===== config.mk =====
export PLATFORM = sky130hd
export DESIGN_NAME = bbe_cell
export DESIGN_NICKNAME = d
export VERILOG_FILES = /design/src/design/bbe_pkg.sv /design/src/design/bbe_cell.sv
export SDC_FILE = /design/constraint.sdc
export NUM_CORES = 1
export LEC_CHECK = 0
export BUFFER_PORTS_ARGS = -buffer_cell sky130_fd_sc_hd__buf_2
export CORE_MARGIN = 5
export CORE_UTILIZATION = 35
export DETAILED_ROUTE_END_ITERATION = 12
export SETUP_SLACK_MARGIN = 0.2
export SYNTH_ARGS = -nofsm -noshare
export SYNTH_HDL_FRONTEND = slang
export SYNTH_SLANG_ARGS = --single-unit

===== constraint.sdc =====
create_clock -name clk_i -period 7.6 [get_ports clk_i]
set_input_delay 0 -clock clk_i [delete_from_list [all_inputs] [get_ports clk_i]]
set_output_delay 0 -clock clk_i [all_outputs]
set_load 0.02 [all_outputs]

===== src/design/bbe_pkg.sv =====
// Shared types, constants and the reciprocal table of the 3x3 edge-aware box blur.
// No dependencies; every other file in this folder imports it.
package bbe_pkg;

  localparam int unsigned DIM_W          = 11;
  localparam int unsigned CH_W           = 8;
  localparam int unsigned DEF_MAX_WIDTH  = 1024;
  localparam int unsigned DEF_MAX_HEIGHT = 1024;

  localparam logic [DIM_W-1:0] RST_FRAME_WIDTH  = 11'd640;
  localparam logic [DIM_W-1:0] RST_FRAME_HEIGHT = 11'd480;

  // Configuration port
  localparam int unsigned APB_AW = 3;
  localparam int unsigned APB_DW = 32;
  localparam logic REG_FRAME_WIDTH  = 1'b0;
  localparam logic REG_FRAME_HEIGHT = 1'b1;

  // Item kinds carried on tuser
  localparam logic FUNC_PIXEL = 1'b0;
  localparam logic FUNC_DRAIN = 1'b1;

  // Datapath widths: column sum of 3 bytes, window sum of 9 bytes, 2*sum+n
  localparam int unsigned COL_SUM_W = 10;
  localparam int unsigned WIN_SUM_W = 12;
  localparam int unsigned NUM_W     = 13;
  localparam int unsigned CNT_W     = 4;
  localparam int unsigned REC_W     = 18;
  localparam int unsigned REC_SHIFT = 18;

  typedef struct packed {
    logic [CH_W-1:0] blue;
    logic [CH_W-1:0] green;
    logic [CH_W-1:0] red;
  } rgb_t;

  // One window column: top is the oldest row, bot the newest
  typedef struct packed {
    rgb_t bot;
    rgb_t mid;
    rgb_t top;
  } column_t;

  typedef struct packed {
    logic [COL_SUM_W-1:0] blue;
    logic [COL_SUM_W-1:0] green;
    logic [COL_SUM_W-1:0] red;
  } col_sum_t;

  typedef struct packed {
    logic col_en;
    logic top_en;
    logic bot_en;
  } cell_mask_t;

  // In-frame neighbours of the output pixel
  typedef struct packed {
    logic top;
    logic bot;
    logic left;
    logic right;
  } win_mask_t;

  // ceil(2^REC_SHIFT / (2*n)); exact for every numerator below 2^NUM_W
  function automatic logic [REC_W-1:0] recip(input logic [CNT_W-1:0] cnt);
    logic [REC_W-1:0] m;
    case (cnt)
      4'd1:    m = 18'd131072;
      4'd2:    m = 18'd65536;
      4'd3:    m = 18'd43691;
      4'd4:    m = 18'd32768;
      4'd6:    m = 18'd21846;
      4'd9:    m = 18'd14564;
      default: m = '0;
    endcase
    return m;
  endfunction

endpackage


===== src/design/bbe_cell.sv =====
// One window cell: holds a three-pixel column, hands it on at each shift and
// gives the masked per-channel sum of its column. Depends on bbe_pkg.
module bbe_cell import bbe_pkg::*; (
  input  logic       clk_i,
  input  logic       shift_i,
  input  column_t    col_i,
  input  cell_mask_t mask_i,
  output column_t    col_o,
  output col_sum_t   sum_o
);

  column_t col_q;
  logic    en_top;
  logic    en_mid;
  logic    en_bot;

  function automatic logic [COL_SUM_W-1:0] chan_sum(input logic [CH_W-1:0] a,
                                                    input logic [CH_W-1:0] b,
                                                    input logic [CH_W-1:0] c,
                                                    input logic ea,
                                                    input logic eb,
                                                    input logic ec);
    logic [COL_SUM_W-1:0] s;
    s = (ea ? COL_SUM_W'(a) : '0) + (eb ? COL_SUM_W'(b) : '0) + (ec ? COL_SUM_W'(c) : '0);
    return s;
  endfunction

  always_ff @(posedge clk_i) begin
    if (shift_i) begin
      col_q <= col_i;
    end
  end

  assign en_top = mask_i.col_en & mask_i.top_en;
  assign en_mid = mask_i.col_en;
  assign en_bot = mask_i.col_en & mask_i.bot_en;

  always_comb begin
    sum_o.red   = chan_sum(col_q.top.red, col_q.mid.red, col_q.bot.red,
                           en_top, en_mid, en_bot);
    sum_o.green = chan_sum(col_q.top.green, col_q.mid.green, col_q.bot.green,
                           en_top, en_mid, en_bot);
    sum_o.blue  = chan_sum(col_q.top.blue, col_q.mid.blue, col_q.bot.blue,
                           en_top, en_mid, en_bot);
  end

  assign col_o = col_q;

endmodule


---- After elaboration in Yosys (flattened, before gate mapping) ----
Index checks and enable logic that the tools add are counted.
word-level totals
  memory bits (read-only) ................. 0
  output and inout port bits .............. 102
  bits in writable memories ............... 0
  register bits after elaboration ......... 72
  memories kept ........................... 0
  bits in latches ......................... 0
  logic and storage cells ................. 26
cells by class
  equality and inequality tests ........... 0
  order comparisons ....................... 0
  add/sub/neg operators ................... 6
  divide/modulo/power cells ............... 0
  shift-type cells ........................ 0
  multiplexer cells ....................... 9
  bitwise logic cells ..................... 2
  reduce and logical (&&, ||, !) cells .... 0
  multipliers ............................. 0
operators by type and width
  kind                                     number
  8-bit 2-to-1 mux                         9
  9-bit by 8-bit adder with 10-bit output  3
  8-bit by 8-bit adder with 9-bit output   3
  1-bit bitwise AND                        2

---- Logic depth before layout (Yosys ltp) ----
  word-level depth ........................ 4
  mapped depth ............................ 14
  gate-level depth less buffers ........... 11

---- Worst setup path after synthesis ----
No wires, ideal clock.
  kind .................................... input to output
  start point ............................. in mask_i[2] in the netlist's numbering
  end point ............................... out sum_o[29] in the netlist's numbering
  required time ........................... 7600 ps
  arrival time ............................ 2978 ps
  path buffers ............................ 3
  setup slack ............................. 4622 ps
  stages .................................. 14
  path through ............................ buf_2 > and2_1 > clkbuf_1 > buf_2 > nand2_1 > fa_1 > inv_1 > ha_1 > inv_1 > fa_1 > nor2b_4 > o31a_1 > and2b_1 > a211oi_1
RTL lines
  what         line           RTL
  from (decl)  bbe_cell.sv:7  input cell_mask_t mask_i,
  to (decl)    bbe_cell.sv:9  output col_sum_t sum_o

==> flow_metrics.py <==
metrics = {
    "status": {
        "outcome": "finished clean",
    },
    "timing": {
        "worst_pin_slew_ns": 0.8219,
        "period_minus_slack_ns": 3.632,
        "setup_ws_ns": 3.968,
        "max_freq_mhz": 275.4,
        "rsz0062_at_grt": "false",
        "tns_ns": 0,
        "finalCritPeriodShare_pct": 47.78,
        "relSlewSlack_pct": 45.21,
        "final-hold-violation-count": 0,
        "setup_viol": 0,
        "slew_violations": 0,
    },
    "yosys": {
        "ys_types": 36,
        "ys_seq_area_share_pct": 52.96,
        "netlist_area_um2": 4083,
        "syn_inst": 342,
        "postSynthAreaPerCell_um2": 11.94,
        "ys_ff_latch": 72,
        "synth_edf_count": 72,
        "async_flop_share_pct": 0,
        "synth_nets": 467,
        "synth_top_flop_cell": "edfxtp_1",
        "yosys_warnings": 0,
    },
    "worst_setup_path": {
        "cp.depth": 13,
        "critPathBufInv": 4,
        "path_delay_family": "simple AND/OR/NAND/NOR gates",
        "worstPathArrival_ns": 3.63,
        "startpoint": "mask_i[2]",
        "cp-endpoint": "sum_o[27]",
        "end_kind": "output port",
        "worstPathCellList": "buf_2, and2_1, nand2_1, fa_1, inv_1, ha_1, inv_1, fa_1, nor2b_4, o31a_1, or4b_1, nand3_1, buf_2",
        "crit_required_ns": 7.60,
        "cp_max_fo": 36,
        "max_stage_delay_ns": 0.76,
        "criticalPathCategory": "input port to output port",
        "cpMaxStageDelayCell": "and2_1",
        "start_kind": "input port",
    },
    "global_route": {
        "use_met3_pct": 7.304,
        "grt_util_met1_pct": 17.50,
        "grt-ovfl-total": 0,
        "grt_pass1_wl_um": 18800,
        "grt_max_degree": 47,
        "grt_use_met2_pct": 31.26,
        "grtUsageTotal_pct": 17.21,
        "top_usage_layer": "met2",
        "grt_pass1_vias": 3832,
        "antenna_found_initial": 0,
    },
    "power_and_ir_drop": {
        "p_leak_nw": 2.911,
        "pwr-share-clk_pct": 35.1,
        "powerDensity_nw_per_um2": 206.6,
        "sequentialPowerShare_pct": 38.6,
        "ir_drop_v": 0.0001791,
        "power_frac_comb_pct": 26.3,
        "internal-power_w": 0.0008908,
        "sw_frac_of_total_pct": 29.97,
        "p_switching_w": 0.0003813,
    },
    "place": {
        "io_buffers": 178,
        "dp_hpwl_um": 8496,
        "post-place-ws_ns": 3.914,
        "dp_cells": 656,
        "gp_congestion": 0.7902,
    },
    "cts": {
        "cts_buffers": 9,
        "clkSlewWorstSetupHoldPaths_ns": 0.05,
        "clkSinkCount": 72,
        "cts_setup_buffers": 0,
        "cts_hold_buf": 72,
        "clock_path_buffers": 2,
        "htree_levels": 3,
        "root_buffer": "clkbuf_16",
        "cts-resized-gates": 0,
        "cts_tree": "yes",
    },
    "floorplanning": {
        "ios": 179,
        "start_util_pct": 35.75,
        "die_h_um": 118.0,
        "core_um2": 11420,
        "rows": 39,
        "dieWidth_um": 118.0,
        "dieArea_um2": 13930,
    },
    "routing": {
        "via_per_inst": 4.700,
        "firstDrtPassIters": 5,
        "wl_um": 11950,
        "final_antenna_net_count": 0,
        "routedWlPerCell_um": 16.07,
        "drtIter0Drc": 201,
        "num_vias": 3497,
        "drcViolationCount": 0,
    },
    "cells_and_area": {
        "stdcell_count": 744,
        "largest_register_ffs": 72,
        "syn2layout_area_growth_pct": 50.84,
        "finalNetCount": 721,
        "insertedDiodeCount": 0,
        "drive_gt1_share_pct": 32.45,
    },
    "run": {
        "max-cap-violations": 0,
    },
    "min_path": {
        "hp-class": "input port to flop",
    },
}
-- worst min-delay path by stage --
stage               startpoint   endpoint  slack [ns]  depth (start not counted)
floorplan             col_i[0]   col_o[0]         0.1                          0
global placement     col_i[10]  col_o[10]        0.18                          1
detailed placement   col_i[42]  col_o[42]        0.18                          1
CTS                    shift_i  col_o[25]        0.22                          1
global route           shift_i   col_o[1]        0.24                          1
finish                 shift_i  col_o[25]        0.22                          1
-- metal layers --
layer	vias up	wire, um
met5	-	0
met4	0	238
met3	19	1050
met2	139	6236
met1	1665	4427
li1	1674	-
-- cells in the final DEF, fill, tap and decap left out, types with 2 or more instances in the layout --
master / n
edfxtp_1: 72
nand2_1: 69
mux2i_1: 2
buf_2: 178
o21ai_0: 9
clkinv_2: 3
o211ai_1: 3
a21o_1: 3
xor2_1: 3
and3_1: 10
nor3_1: 4
o21bai_1: 2
and2_1: 7
nor2_1: 6
nand2b_1: 3
xnor2_1: 9
a21oi_1: 19
inv_1: 44
nor2b_1: 3
nand3_1: 2
dlygate4sd3_1: 72
fa_1: 27
ha_1: 21
clkbuf_16: 9
a211oi_1: 3
bufinv_16: 2
-- power by group through the flow --
stage	sequential (W)	combinational [W]	clock (W)
floorplan	0.000535	0.000155	0
global placement	0.000500	0.000302	0
detailed placement	0.000499	0.000307	0
CTS	0.000491	0.000337	0.000458
global route	0.000495	0.000368	0.000477
finish	0.000491	0.000335	0.000446
-- cell type report --
type	instances	area, um^2
well taps	143	178.9
multi-input cells	218	1722
fillers	1008	5260
clock buffers	9	225.2
clock inverters	7	86.33
flip-flops and latches	72	2162
repair buffers	251	1619
inverters	44	165.2
-- stage by stage --
step                      cell area, um^2  hold WS (ns)  util, %  power [W]
final                                6158        0.2249    53.93   0.001272
after global routing                 6158        0.2446    53.93   0.001340
after CTS                            6158        0.2226    53.93   0.001286
after detailed placement             5126        0.1781    44.89  0.0008058
after global placement               5126        0.1765    44.89  0.0008018
after floorplan                      4083       0.09887        -  0.0006907
-- cells by family (layout without fill, tap and decap cells) --
kind of cell               count (synthesis)  count (layout)  share of synthesized area, %
AOI/OAI and AO/OA                         45              45                         6.773
xor gates and xnor gates                  12              12                         2.575
adders and majority gates                 48              48                         19.68
buffers and inverters                     52             311                         4.873
DFF                                       72              72                         52.96
muxes                                      2               2                        0.4904
and+or+nand+nor                          111             111                         12.66
-- synthesized netlist by cell type, types with 3 or more instances --
cell type   n  area share [%]
buf_2       3            0.37
o21ai_0     9             1.1
and3_1     10             1.5
o211ai_1    3            0.55
nand2_1    69             6.3
and2_1      7             1.1
nor2b_1     3            0.46
edfxtp_1   72              53
inv_1      44             4.0
a21oi_1    19             2.3
clkbuf_1    5            0.46
fa_1       27              13
xnor2_1     9             1.9
nor3_1      4            0.49
a21o_1      3            0.55
nor2_1      6            0.55
xor2_1      3            0.64
nand2b_1    3            0.46
a211oi_1    3            0.55
ha_1       21             6.4
(Power assumes the default switching activity.)
