`config.mk`:
```
export PLATFORM = sky130hd
export DESIGN_NAME = bbe_avg
export DESIGN_NICKNAME = d
export VERILOG_FILES = /design/src/design/bbe_pkg.sv /design/src/design/bbe_avg.sv
export SDC_FILE = /design/constraint.sdc
export NUM_CORES = 1
export LEC_CHECK = 0
export ABC_AREA = 0
export BUFFER_PORTS_ARGS = -buffer_cell sky130_fd_sc_hd__buf_4
export CORE_ASPECT_RATIO = 1.2
export CORE_MARGIN = 2
export CORE_UTILIZATION = 50
export CTS_CLUSTER_SIZE = 30
export DETAILED_ROUTE_END_ITERATION = 16
export PLACE_DENSITY = 0.67
export SLEW_MARGIN = 20
export SYNTH_ARGS = -nofsm -noshare
export SYNTH_HDL_FRONTEND = slang
export SYNTH_SLANG_ARGS = --single-unit
export TNS_END_PERCENT = 50
```
`constraint.sdc`:
```
create_clock -name clk_i -period 7.4 [get_ports clk_i]
set_clock_uncertainty 0.15 [all_clocks]
set_input_delay 2.22 -clock clk_i [delete_from_list [all_inputs] [get_ports clk_i]]
set_output_delay 2.22 -clock clk_i [all_outputs]
set_load 0.05 [all_outputs]
```
`src/design/bbe_pkg.sv`:
```
// Shared types, constants and the reciprocal table of the 3x3 edge-aware box blur.
// No dependencies; every other file in this folder imports it.
package bbe_pkg;

  localparam int unsigned DIM_W          = 11;
  localparam int unsigned CH_W           = 8;
  localparam int unsigned DEF_MAX_WIDTH  = 1024;
  localparam int unsigned DEF_MAX_HEIGHT = 1024;

  localparam logic [DIM_W-1:0] RST_FRAME_WIDTH  = 11'd640;
  localparam logic [DIM_W-1:0] RST_FRAME_HEIGHT = 11'd480;

  // Configuration port
  localparam int unsigned APB_AW = 3;
  localparam int unsigned APB_DW = 32;
  localparam logic REG_FRAME_WIDTH  = 1'b0;
  localparam logic REG_FRAME_HEIGHT = 1'b1;

  // Item kinds carried on tuser
  localparam logic FUNC_PIXEL = 1'b0;
  localparam logic FUNC_DRAIN = 1'b1;

  // Datapath widths: column sum of 3 bytes, window sum of 9 bytes, 2*sum+n
  localparam int unsigned COL_SUM_W = 10;
  localparam int unsigned WIN_SUM_W = 12;
  localparam int unsigned NUM_W     = 13;
  localparam int unsigned CNT_W     = 4;
  localparam int unsigned REC_W     = 18;
  localparam int unsigned REC_SHIFT = 18;

  typedef struct packed {
    logic [CH_W-1:0] blue;
    logic [CH_W-1:0] green;
    logic [CH_W-1:0] red;
  } rgb_t;

  // One window column: top is the oldest row, bot the newest
  typedef struct packed {
    rgb_t bot;
    rgb_t mid;
    rgb_t top;
  } column_t;

  typedef struct packed {
    logic [COL_SUM_W-1:0] blue;
    logic [COL_SUM_W-1:0] green;
    logic [COL_SUM_W-1:0] red;
  } col_sum_t;

  typedef struct packed {
    logic col_en;
    logic top_en;
    logic bot_en;
  } cell_mask_t;

  // In-frame neighbours of the output pixel
  typedef struct packed {
    logic top;
    logic bot;
    logic left;
    logic right;
  } win_mask_t;

  // ceil(2^REC_SHIFT / (2*n)); exact for every numerator below 2^NUM_W
  function automatic logic [REC_W-1:0] recip(input logic [CNT_W-1:0] cnt);
    logic [REC_W-1:0] m;
    case (cnt)
      4'd1:    m = 18'd131072;
      4'd2:    m = 18'd65536;
      4'd3:    m = 18'd43691;
      4'd4:    m = 18'd32768;
      4'd6:    m = 18'd21846;
      4'd9:    m = 18'd14564;
      default: m = '0;
    endcase
    return m;
  endfunction

endpackage

```
`src/design/bbe_avg.sv`:
```
// Rounded mean of the in-frame window pixels: adds the three column sums, then
// divides by the neighbour count through a reciprocal multiply. Depends on bbe_pkg.
module bbe_avg import bbe_pkg::*; (
  input  logic      clk_i,
  input  logic      ld_i,
  input  col_sum_t  sum_l_i,
  input  col_sum_t  sum_m_i,
  input  col_sum_t  sum_r_i,
  input  win_mask_t mask_i,
  output rgb_t      avg_o
);

  localparam int unsigned PROD_W = NUM_W + REC_W;

  logic [1:0]       rows_n;
  logic [1:0]       cols_n;
  logic [CNT_W-1:0] cnt;
  logic [NUM_W-1:0] num_r_q;
  logic [NUM_W-1:0] num_g_q;
  logic [NUM_W-1:0] num_b_q;
  logic [REC_W-1:0] rec_q;

  // 2*sum + n, so that the floor of num / 2n rounds half up
  function automatic logic [NUM_W-1:0] numer(input logic [COL_SUM_W-1:0] a,
                                             input logic [COL_SUM_W-1:0] b,
                                             input logic [COL_SUM_W-1:0] c,
                                             input logic [CNT_W-1:0] n);
    logic [WIN_SUM_W-1:0] s;
    s = WIN_SUM_W'(a) + WIN_SUM_W'(b) + WIN_SUM_W'(c);
    return {s, 1'b0} + NUM_W'(n);
  endfunction

  function automatic logic [CH_W-1:0] scale(input logic [NUM_W-1:0] x,
                                            input logic [REC_W-1:0] m);
    logic [PROD_W-1:0] p;
    p = PROD_W'(x) * PROD_W'(m);
    return p[REC_SHIFT +: CH_W];
  endfunction

  assign rows_n = 2'd1 + 2'(mask_i.top) + 2'(mask_i.bot);
  assign cols_n = 2'd1 + 2'(mask_i.left) + 2'(mask_i.right);
  assign cnt    = CNT_W'(rows_n) * CNT_W'(cols_n);

  always_ff @(posedge clk_i) begin
    if (ld_i) begin
      num_r_q <= numer(sum_l_i.red, sum_m_i.red, sum_r_i.red, cnt);
      num_g_q <= numer(sum_l_i.green, sum_m_i.green, sum_r_i.green, cnt);
      num_b_q <= numer(sum_l_i.blue, sum_m_i.blue, sum_r_i.blue, cnt);
      rec_q   <= recip(cnt);
    end
  end

  assign avg_o.red   = scale(num_r_q, rec_q);
  assign avg_o.green = scale(num_g_q, rec_q);
  assign avg_o.blue  = scale(num_b_q, rec_q);

endmodule

```
# == After elaboration in Yosys (flattened, before gate mapping) ==
# Index checks and enable logic that the tools add are counted.
# totals
regBits,57
latch_bits,0
mem_bits_rw,0
rom_bits,0
n_memories,0
# op_classes
n_addsub,13
mul,4
div_mod_pow,0
n_lt_le_gt_ge,0
n_eq_ne,6
shift,0
n_mux,1
bitwise,0
n_reduce_logical,0
# ops
op,n
one-hot mux 18 bit (6 select lines),1
multiplier 13 x 18 -> 26 bit,3
adder 13 x 4 -> 13 bit,3
adder 11 x 10 -> 12 bit,3
adder 10 x 10 -> 11 bit,3
== test 4 x 2 -> 1 bit (second input constant),2
== test 4 x 3 -> 1 bit (second input constant),2
adder 1 x 1 -> 2 bit (first input constant),2
adder 2 x 1 -> 2 bit,2
== test 4 x 1 -> 1 bit (second input constant),1
== test 4 bit (second input constant),1
multiplier 2 x 2 -> 4 bit,1

# == Depth between registers and ports, before layout ==
# logic_depth
word_depth,5
depth_mapped,22

# == Least setup slack after synthesis ==
# OpenSTA, ideal clock, no wires.
# synth_timing
kind,reg-to-output
from,register rec_q[9]
to,output avg_o[21] in the netlist's numbering
t_arrival_ns,6.503
required_ns,5.030
setup_slack_ns,-1.473
path_stages_with_launch,19
n_path_buf,2
cell_sequence,edfxtp_1 > clkbuf_1 > clkbuf_1 > nand2_1 > fa_1 > fa_1 > inv_1 > fa_1 > fa_1 > inv_1 > fa_1 > inv_1 > ha_1 > a21oi_1 > o21ai_0 > nor2_1 > o311ai_0 > a31o_2 > o311ai_0
# synth_rtl
element,line_no,rtl
from (decl),bbe_avg.sv:21,logic [REC_W-1:0] rec_q;
from (signal assigned),bbe_avg.sv:49,rec_q <= recip(cnt);
to (decl),bbe_avg.sv:10,output rgb_t avg_o

==> flow_metrics.env <==
export IMPL_max_freq_mhz=122
export IMPL_yosysTopAreaCell="fa_1"
export IMPL_crit_chain="buf_6, buf_6, buf_6, and2_4, buf_4, fa_1, inv_1, fa_1, inv_1, fa_1, fa_1, inv_1, fa_1, inv_1, ha_4, nand2_2, nor2_4, and3_4, a221oi_4, nand3_4, buf_6, o311a_4, a31oi_4, buf_6"
export IMPL_pin_count=120
export IMPL_clkSinkCount=45
export IMPL_min_period_over_period_pct=111
export IMPL_setup_viol=24
export IMPL_synthTopCellsByCount="inv_1 (703), fa_1 (483), ha_1 (197), nand2_1 (174), and2_1 (133)"
export IMPL_fin_util_pct=64.7
export IMPL_multi_input_area_sq_mm=0.0175
export IMPL_synth_edff_count=45
export IMPL_drt_iter0_drc=745
export IMPL_status="finished with violations"
export IMPL_die_h_um=226
export IMPL_syn_num_nets=2960
export IMPL_worst_pin_slew_ps=601
export IMPL_synth_cells=2184
export IMPL_worst_hold_path_type="input pin to register"
export IMPL_grt_pass1_vias=17600
export IMPL_ys_flop_type="edfxtp_1"
export IMPL_root_buffer="clkbuf_16"
export IMPL_synth_most_common_cell="inv_1"
export IMPL_grt_max_degree=46
export IMPL_grt_ovfl_total=0
export IMPL_fin_ws_ps=-826
export IMPL_path_max_fanout=6
export IMPL_drc=0
export IMPL_seqCellArea_sq_mm=0.00135
export IMPL_cts_tree="yes"
export IMPL_synth_seq_cells=45
export IMPL_vias_per_cell=4.95
export IMPL_grt_pass1_wl_um=88100
export IMPL_areaGrowthSynthToFinish_pct=28.3
export IMPL_cts_buffer_depth=2
export IMPL_antenna_cells=0
export IMPL_antenna_left=0
export IMPL_crit_type="register to output port"
export IMPL_avgSynthCellArea_sq_um=9.39
export IMPL_yosysWarnings=0
export IMPL_critPathMaxStageDelay_ps=520
export IMPL_numPortBuffers=119
export IMPL_yosysTopAreaCellShare_pct=47.1
export IMPL_tns_ps=-14180
export IMPL_max_cap_viol_count=0
export IMPL_final_nets=3430
export IMPL_clk_pin_slew_worst_paths_ps=60
export IMPL_slowest_stage="fa_1"
export IMPL_via_count=15800
export IMPL_netlist_area_sq_mm=0.0205
export IMPL_finalWeightedCongestion=0.964
export IMPL_cp_arrival_ps=5860
export IMPL_end_kind="output port"
export IMPL_dpl_hpwl_um=49100
export IMPL_cts_inserted_buffers=5
export IMPL_async_flop_share_pct=0
export IMPL_cp_required_ps=5030
export IMPL_synth_area_top_cells="fa_1 (47%), inv_1 (13%), ha_1 (12%)"
export IMPL_firstDrtPassIters=5
export IMPL_dieArea_sq_mm=0.0427
export IMPL_drive_above_1_share_pct=27.4
export IMPL_wl_um=54400
export IMPL_antenna_found_initial=0
export IMPL_period_minus_slack_ps=8230
export IMPL_rows=81
export IMPL_fillers=3359
export IMPL_grt_usage_pct=26.7
export IMPL_h_tree_depth=2
export IMPL_rsz0062_at_grt="true"
export IMPL_ys_types=62
export IMPL_core_sq_mm=0.0406
export IMPL_die_w_um=189
export IMPL_critPathLaunchType="register"
export IMPL_hold_viol_final=0
export IMPL_start_util_pct=50.5
export IMPL_slew_headroom_pct=59.7
export IMPL_wl_per_cell_um=17.0
export IMPL_drv_slew=0
export IMPL_failed_checks="negative setup slack"
export IMPL_synth_seq_area_share_pct=6.59
## critical path: cells and delay by family, from the launching register on
kind                     cells  cell delay, ps
AO/OA/AOI/OAI                3             730
adder cells (fa/ha/maj)      6            2640
buffers and inverters       10            1110
flip-flops                   1             450
AND/OR/NAND/NOR              5             610
## timing repair
item,in CTS,in global routing
pin swaps,80,68
setup endpoints to repair,24,24
setup buffers,18,13
cloned,2,0
resized for setup,141,88
hold buffers,0,0
## flip-flops by register name (all words and copies together), names as in the netlist
register and cells:
num_b_q 12, num_r_q 13, num_g_q 12, rec_q 8
## metrics by stage
stage / setup slack, ps / hold WS (ps) / cells / instance area, sq um
after floorplan: -228 / 2180 / 2184 / 21100
after global placement: -460 / 2590 / 3156 / 25100
after detailed placement: -528 / 2580 / 3156 / 25100
after CTS: -750 / 2280 / 3182 / 25900
after global routing: -958 / 2300 / 3194 / 26300
final: -826 / 2280 / 3194 / 26300
## layout by cell type, fill, tap and decap left out, types with 36 or more instances in the layout
master | netlist | routed
edfxtp_1 | 45 | 45
inv_1 | 703 | 668
buf_4 | 0 | 449
nor2_1 | 51 | 47
xnor2_1 | 66 | 54
ha_1 | 197 | 177
a21oi_1 | 53 | 36
nand2_1 | 174 | 148
buf_6 | 0 | 42
and2_1 | 133 | 104
fa_1 | 483 | 461
## per-layer routing
layer | vias to the layer above | GRT usage [%] | routed length, um
li1 | 7386 | - | -
met1 | 7902 | 32.2 | 21500
met2 | 382 | 48.4 | 28100
met3 | 126 | 2.70 | 1980
met4 | 0 | 11.3 | 2790
met5 | - | 0 | 0
## worst paths after layout
kind	cells past startpoint	endpoint	from	slack [ps]
worst max-delay path	24	avg_o[14]	rec_q[12]	-830
worst min-delay path	3	num_r_q[1]	sum_r_i[0]	2280
## layout make-up
class	count	area share, %
well taps	539	2.56
clock inverters	2	0.147
multi-input cells	1403	66.7
repair buffers	496	15.0
flip-flops and latches	45	5.14
clock buffers	6	0.490
inverters	703	10.0
## logic make-up after synthesis
| kind of cell | share of synthesized area [%] |
|---|---|
| and+or+nand+nor | 10.7 |
| buffers and inverters | 13.5 |
| xor gates and xnor gates | 3.97 |
| adders and majority gates | 59.2 |
| AOI/OAI and AO/OA | 6.09 |
| muxes | 0.0488 |
| DFF | 6.59 |
Power is not shown: default switching activity piles up to over one toggle a cycle in this logic, so the estimate is an artifact.
